==> src/goi_pkg.sv <==
package goi_pkg;

  localparam int unsigned CORDIC_STEPS_DEF = 24;

  localparam logic signed [23:0] DRIFT_RESET = 24'sd282466;
  localparam logic [31:0] HEAD_GAIN = 32'd699971;
  localparam logic signed [33:0] CORDIC_X0 = 34'sd652032874;
  // distance divide: the dividend is taken pre-shifted by 6, so 1e6 becomes 15625
  localparam logic [13:0] DIV_LO = 14'd15625;
  localparam logic [30:0] DIV_RECIP = 31'd1125899907;  // ceil(2^44 / 15625)
  localparam logic [12:0] DIV_ROUND = 13'd7812;
  localparam int unsigned DIV_STEPS = 6;
  localparam int unsigned CNT_W = 6;

  localparam logic [29:0] ATAN_TAB [32] = '{
    30'd536870912, 30'd316933406, 30'd167458907, 30'd85004756, 30'd42667331,
    30'd21354465, 30'd10679838, 30'd5340245, 30'd2670163, 30'd1335087,
    30'd667544, 30'd333772, 30'd166886, 30'd83443, 30'd41722, 30'd20861,
    30'd10430, 30'd5215, 30'd2608, 30'd1304, 30'd652, 30'd326, 30'd163,
    30'd81, 30'd41, 30'd20, 30'd10, 30'd5, 30'd3, 30'd1, 30'd1, 30'd0
  };

  // input kinds on tuser
  localparam logic [1:0] KIND_VEL  = 2'd0;
  localparam logic [1:0] KIND_RATE = 2'd1;
  localparam logic [1:0] KIND_TICK = 2'd2;

  typedef enum logic [3:0] {
    DP_NOP, DP_LD_VEL, DP_LD_RATE, DP_LD_DT, DP_MUL_RD, DP_MUL_GLO,
    DP_MUL_GHI, DP_HEAD, DP_MUL_SD, DP_DIV, DP_CINIT, DP_CSTEP, DP_ROT,
    DP_MUL_X, DP_MUL_Y, DP_PUB
  } dp_op_t;

  typedef struct packed {
    dp_op_t     op;
    logic [4:0] idx;
  } goi_cmd_t;

  typedef struct packed {
    logic out_full;
  } goi_stat_t;

endpackage

==> src/goi_ctrl.sv <==
module goi_ctrl #(
  parameter int unsigned CORDIC_STEPS = goi_pkg::CORDIC_STEPS_DEF
) (
  input  logic              clk,
  input  logic              rst,
  input  logic              in_valid,
  input  logic [1:0]        in_kind,
  output logic              in_ready,
  input  goi_pkg::goi_stat_t stat,
  output goi_pkg::goi_cmd_t  cmd
);

  typedef enum logic [3:0] {
    ST_IDLE, ST_H1, ST_GLO, ST_GHI, ST_HEAD, ST_SD, ST_DIV, ST_CINIT,
    ST_CSTEP, ST_ROT, ST_MX, ST_MY, ST_PUB
  } state_t;

  state_t state;
  logic [goi_pkg::CNT_W-1:0] cnt;

  assign in_ready = (state == ST_IDLE);

  always_comb begin
    cmd.op = goi_pkg::DP_NOP;
    cmd.idx = cnt[4:0];
    unique case (state)
      ST_IDLE: begin
        if (in_valid) begin
          unique case (in_kind)
            goi_pkg::KIND_VEL:  cmd.op = goi_pkg::DP_LD_VEL;
            goi_pkg::KIND_RATE: cmd.op = goi_pkg::DP_LD_RATE;
            goi_pkg::KIND_TICK: cmd.op = goi_pkg::DP_LD_DT;
            default:            cmd.op = goi_pkg::DP_NOP;
          endcase
        end
      end
      ST_H1:    cmd.op = goi_pkg::DP_MUL_RD;
      ST_GLO:   cmd.op = goi_pkg::DP_MUL_GLO;
      ST_GHI:   cmd.op = goi_pkg::DP_MUL_GHI;
      ST_HEAD:  cmd.op = goi_pkg::DP_HEAD;
      ST_SD:    cmd.op = goi_pkg::DP_MUL_SD;
      ST_DIV:   cmd.op = goi_pkg::DP_DIV;
      ST_CINIT: cmd.op = goi_pkg::DP_CINIT;
      ST_CSTEP: cmd.op = goi_pkg::DP_CSTEP;
      ST_ROT:   cmd.op = goi_pkg::DP_ROT;
      ST_MX:    cmd.op = goi_pkg::DP_MUL_X;
      ST_MY:    cmd.op = goi_pkg::DP_MUL_Y;
      ST_PUB:   cmd.op = stat.out_full ? goi_pkg::DP_NOP : goi_pkg::DP_PUB;
      default:  cmd.op = goi_pkg::DP_NOP;
    endcase
  end

  always_ff @(posedge clk) begin
    if (rst) begin
      state <= ST_IDLE;
      cnt <= '0;
    end else begin
      unique case (state)
        ST_IDLE: begin
          if (in_valid && in_kind == goi_pkg::KIND_TICK) state <= ST_H1;
        end
        ST_H1:   state <= ST_GLO;
        ST_GLO:  state <= ST_GHI;
        ST_GHI:  state <= ST_HEAD;
        ST_HEAD: state <= ST_SD;
        ST_SD: begin
          state <= ST_DIV;
          cnt <= '0;
        end
        ST_DIV: begin
          if (cnt == goi_pkg::CNT_W'(goi_pkg::DIV_STEPS - 1)) state <= ST_CINIT;
          else cnt <= cnt + 1'b1;
        end
        ST_CINIT: begin
          state <= ST_CSTEP;
          cnt <= '0;
        end
        ST_CSTEP: begin
          if (cnt == goi_pkg::CNT_W'(CORDIC_STEPS - 1)) state <= ST_ROT;
          else cnt <= cnt + 1'b1;
        end
        ST_ROT: state <= ST_MX;
        ST_MX:  state <= ST_MY;
        ST_MY:  state <= ST_PUB;
        ST_PUB: begin
          if (!stat.out_full) state <= ST_IDLE;
        end
        default: state <= ST_IDLE;
      endcase
    end
  end

endmodule

==> config.mk <==
export PLATFORM = sky130hd
export DESIGN_NAME = goi_ctrl
export DESIGN_NICKNAME = d
export VERILOG_FILES = /design/src/goi_pkg.sv /design/src/goi_ctrl.sv
export SDC_FILE = /design/constraint.sdc
export NUM_CORES = 1
export LEC_CHECK = 0
export CAP_MARGIN = 25
export CORE_AREA = 3 3 50 52
export CTS_BUF_LIST = sky130_fd_sc_hd__clkbuf_8
export CTS_CLUSTER_SIZE = 8
export DETAILED_ROUTE_END_ITERATION = 8
export DIE_AREA = 0 0 53 55
export DONT_BUFFER_PORTS = 1
export SLEW_MARGIN = 15
export SYNTH_ARGS = -nofsm -noshare
export SYNTH_HDL_FRONTEND = slang
export SYNTH_SLANG_ARGS = --single-unit
==> constraint.sdc <==
create_clock -name clk -period 1.65 [get_ports clk]
set_input_delay 0.165 -clock clk [delete_from_list [all_inputs] [get_ports clk]]
set_output_delay 0.165 -clock clk [all_outputs]
set_load 0.01 [all_outputs]
==> summary by stage <==
Synth
The post-synthesis sequential area ratio is 0.241. The number of unique standard cell types used by synthesis is between 40 and 50. The mean cell area of the mapped netlist is between 7 and 8 um2. The area share of the leading cell type in the synthesized netlist is 0.241. In the post-synthesis netlist, the biggest area contributors are sky130_fd_sc_hd__dfxtp_1 (24%), sky130_fd_sc_hd__a21oi_1 (4.8%), sky130_fd_sc_hd__buf_4 (4.5%), sky130_fd_sc_hd__ha_1 (4.5%), sky130_fd_sc_hd__a32o_1 (3.6%). The cell count after synthesis came out at approximately 110. During synthesis, Yosys emitted a total of 0 warnings. After synthesis the netlist holds a flip-flop and latch count of 10. The most used flip-flop cell after synthesis is sky130_fd_sc_hd__dfxtp_1. The net count of the mapped netlist is between 100 and 150. The synthesized netlist occupies a cell area of 831 um2. The cell type with the largest total area after synthesis is sky130_fd_sc_hd__dfxtp_1.

The count of flip-flops with a built-in enable after synthesis is 0. After synthesis, the share of flip-flops with an asynchronous set or reset is 0.

Drt
The final routed wirelength across all metal layers is 2050 um. The average via count per standard cell is 5.89. The detail route stage leaves a number of antenna-violating nets equal to 0.

For this run, design rule violations remaining after detail routing come to 0. For this block, the via count after detailed routing is ~800. After detailed routing, the average wire length per cell comes to approximately 15 um. The number of iterations in the first detailed-routing pass is 4. The violation count after the first detailed-routing iteration is 26.

Clock tree
The number of buffers created by CTS is 3. In this run the number of H-tree levels came out at 1. The tree is rooted in a sky130_fd_sc_hd__clkbuf_8.

The clock latency at the later pin of the worst-skew pair is roughly 0.24 ns. The number of buffers on the longest clock path is 2. TritonCTS built the clock tree. Clock tree synthesis found a total of 10 sinks. The post-CTS clock slew at the launch and capture registers of the worst setup and hold paths is approximately 0.050 ns.

Worst setup path
STA classifies the critical path endpoint as a register. In this run the critical register-to-register path is launched from cnt[1]$_SDFFE_PP0P_. The endpoint required time on the critical path is 1.78 ns. The register-to-register path setup slack is between 0.06 and 0.07 ns. Measured in cells, the most critical reg-to-reg path has a length of 6.

In this run the worst path has a maximum fanout of 6. The critical path startpoint category is a register. The kind of critical path is reg -> reg. The endpoint identified for the worst register-to-register timing path is cnt[2]$_SDFFE_PP0P_.

The signal arrival time at the worst endpoint is between 1.5 and 2 ns.

Place
The sum of net half-perimeters after detailed placement is 1420 um. The congestion estimate from routability-driven global placement came to 0.842. Summing all placed instances gives a cell area of between 800 and 900 um2. The number of placed cells counting well taps is ~130. The count of input and output buffers is 0.

Floorplanning
The floorplan step defined a core boundary enclosing around 2100 um2. For this configuration, the core starts out at a cell density of 0.387. The die footprint is about 3000 um2. The total number of placement rows is 17.

Measured along the x axis, the die boundary spans around 53 um. The boundary pin count is 16. The height of the chip is 55 um.

Global route
The via count of the first global-routing pass is around 700. Entering global routing, the biggest net connects 15 pins. The initial antenna violation count came to 0. The overall overflow remaining after global route is 0.

The aggregate global-route resource usage is 0.158. The first global-routing pass estimated ~3300 um of wire.

STA
The final count of pins violating max slew was 0. The final period demand of the worst path is ~1.6 ns. The fraction of the cycle the final worst path needs is 0.964. Derived from the worst setup path, the maximum achievable clock frequency is between 600 and 700 MHz.

At the pin with the least slew margin, the transition time is about 0.53 ns. The maximum clock skew at final layout is 0.00340 ns. The count of endpoints failing hold in the final timing report was 0. The max-slew headroom at the worst pin is 0.645. The final number of setup-violating endpoints is 0.

Finish
The final instance area is ~960 um2. The antenna cell count is 0. The count of nets after finishing is 120. The layout cell share with drive strength beyond 1 is 0.209.

The number of non-filler instances in the completed layout is between 100 and 150. The relative area change from synthesis to final layout is 15.4%.

Power and ir drop
In this run the static leakage power is about 0.39 nW. The power density over the cells is approximately 670 nW/um2. The maximum vdd ir drop is 392 uV.

Outcome
The run finished with clean final reports.

Worst hold path
For hold timing, the worst endpoint is state[0]$_SDFFE_PP0P_. The hold path depth is 2. The startpoint identified for the worst hold timing path is rst. The worst hold path class is in -> reg.

Job
The tool flagged a number of max-cap violations equal to 0.
## sequential cells by signal, summed over array words and instances, names as in the netlist
signal / cells
state: 4
cnt: 6
## area by class of cell
| cell class | instances | area [um2] |
|---|---|---|
| clock buffers | 4 | 55.1 |
| fillers | 222 | 1190 |
| inverters | 5 | 18.8 |
| multi-input cells | 80 | 559 |
| flip-flops and latches | 10 | 205 |
| well taps | 28 | 35.0 |
| repair buffers | 11 | 85.1 |
## critical path: stages (launching register included)
cell	delay, ns
sky130_fd_sc_hd__dfxtp_4	0.36
sky130_fd_sc_hd__inv_1	0.04
sky130_fd_sc_hd__ha_1	0.16
sky130_fd_sc_hd__and3b_1	0.19
sky130_fd_sc_hd__a21o_1	0.25
sky130_fd_sc_hd__a31o_1	0.24
sky130_fd_sc_hd__a32o_1	0.24
## stage by stage
stage | setup TNS (ns) | setup WS [ns] | hold WS, ns | utilization | power (W)
floorplan | 0 | 0.126 | 0.348 | - | 0.000313
global placement | 0 | 0.0791 | 0.232 | 0.408 | 0.000328
detailed placement | 0 | 0.0357 | 0.233 | 0.408 | 0.000329
CTS | 0 | 0.0143 | 0.0895 | 0.438 | 0.000657
global route | -0.0341 | -0.0284 | 0.0980 | 0.446 | 0.000677
finish | 0 | 0.0602 | 0.0982 | 0.446 | 0.000646
## cells in the final DEF (no fill, tap or decap), types with 2 or more instances in the layout
cell,n
sky130_fd_sc_hd__buf_4,10
sky130_fd_sc_hd__dfxtp_1,8
sky130_fd_sc_hd__nand2_1,7
sky130_fd_sc_hd__nor2_1,7
sky130_fd_sc_hd__a21oi_1,7
sky130_fd_sc_hd__inv_1,5
sky130_fd_sc_hd__o31ai_1,4
sky130_fd_sc_hd__o21ai_0,4
sky130_fd_sc_hd__nor3_1,4
sky130_fd_sc_hd__clkbuf_8,4
sky130_fd_sc_hd__nand2b_1,3
sky130_fd_sc_hd__nand3_1,3
sky130_fd_sc_hd__a32o_1,3
sky130_fd_sc_hd__and3b_1,2
sky130_fd_sc_hd__nand3b_1,2
sky130_fd_sc_hd__nand4_1,2
sky130_fd_sc_hd__a211o_1,2
sky130_fd_sc_hd__ha_1,2
## where the power goes
group | switching [W] | leakage, nW | internal, W
clock | 0.000107 | 0.0288 | 0.000211
combinational | 0.0000468 | 0.275 | 0.0000296
sequential | 0.00000714 | 0.0821 | 0.000245
## worst max path at each step
stage | from | to | slack (ns) | cells past startpoint
after floorplan | cnt[1]$_SDFFE_PP0P_ | cnt[2]$_SDFFE_PP0P_ | 0.13 | 6
after CTS | cnt[1]$_SDFFE_PP0P_ | cnt[2]$_SDFFE_PP0P_ | 0.01 | 6
after detailed placement | cnt[1]$_SDFFE_PP0P_ | cnt[2]$_SDFFE_PP0P_ | 0.04 | 6
after global routing | cnt[0]$_SDFFE_PP0P_ | cnt[5]$_SDFFE_PP0P_ | -0.03 | 5
after global placement | cnt[1]$_SDFFE_PP0P_ | cnt[2]$_SDFFE_PP0P_ | 0.08 | 6
final | cnt[1]$_SDFFE_PP0P_ | cnt[2]$_SDFFE_PP0P_ | 0.06 | 6
## cells in the mapped netlist (2+ instances only)
| library cell | number |
|---|---|
| sky130_fd_sc_hd__dfxtp_1 | 10 |
| sky130_fd_sc_hd__a21oi_1 | 8 |
| sky130_fd_sc_hd__nor2_1 | 8 |
| sky130_fd_sc_hd__nand2_1 | 7 |
| sky130_fd_sc_hd__buf_4 | 5 |
| sky130_fd_sc_hd__inv_1 | 5 |
| sky130_fd_sc_hd__clkbuf_1 | 4 |
| sky130_fd_sc_hd__nor3_1 | 4 |
| sky130_fd_sc_hd__o21ai_0 | 4 |
| sky130_fd_sc_hd__o31ai_1 | 4 |
| sky130_fd_sc_hd__a32o_1 | 3 |
| sky130_fd_sc_hd__ha_1 | 3 |
| sky130_fd_sc_hd__nand2b_1 | 3 |
| sky130_fd_sc_hd__nand3_1 | 3 |
| sky130_fd_sc_hd__a211o_1 | 2 |
| sky130_fd_sc_hd__and3b_1 | 2 |
| sky130_fd_sc_hd__buf_1 | 2 |
| sky130_fd_sc_hd__nand3b_1 | 2 |
| sky130_fd_sc_hd__nand4_1 | 2 |
## cells by family after synthesis
| logic type | count (synthesis) | synth area share |
|---|---|---|
| buffers and inverters | 17 | 0.101 |
| xor gates and xnor gates | 1 | 0.0105 |
| AOI/OAI and AO/OA | 35 | 0.309 |
| DFF | 10 | 0.241 |
| and+or+nand+nor | 41 | 0.294 |
| adders and majority gates | 3 | 0.0452 |
## what timing repair did
action                                  4_1_cts  5_1_grt
buffers inserted                              0        0
endpoints found under the hold margin         5        0
gates resized for setup                       0        7
endpoints found under the setup margin        0        8
hold buffers                                  1        0
## per-layer routing
metal	GRT usage	vias up	wire length [um]	part of all wire
li1	-	404	-	-
met1	0.204	387	947	0.46
met2	0.231	17	955	0.47
met3	0.0429	5	95	0.046
met4	0.102	0	50	0.024
met5	0	-	0	0
(Power assumes the default switching activity.)
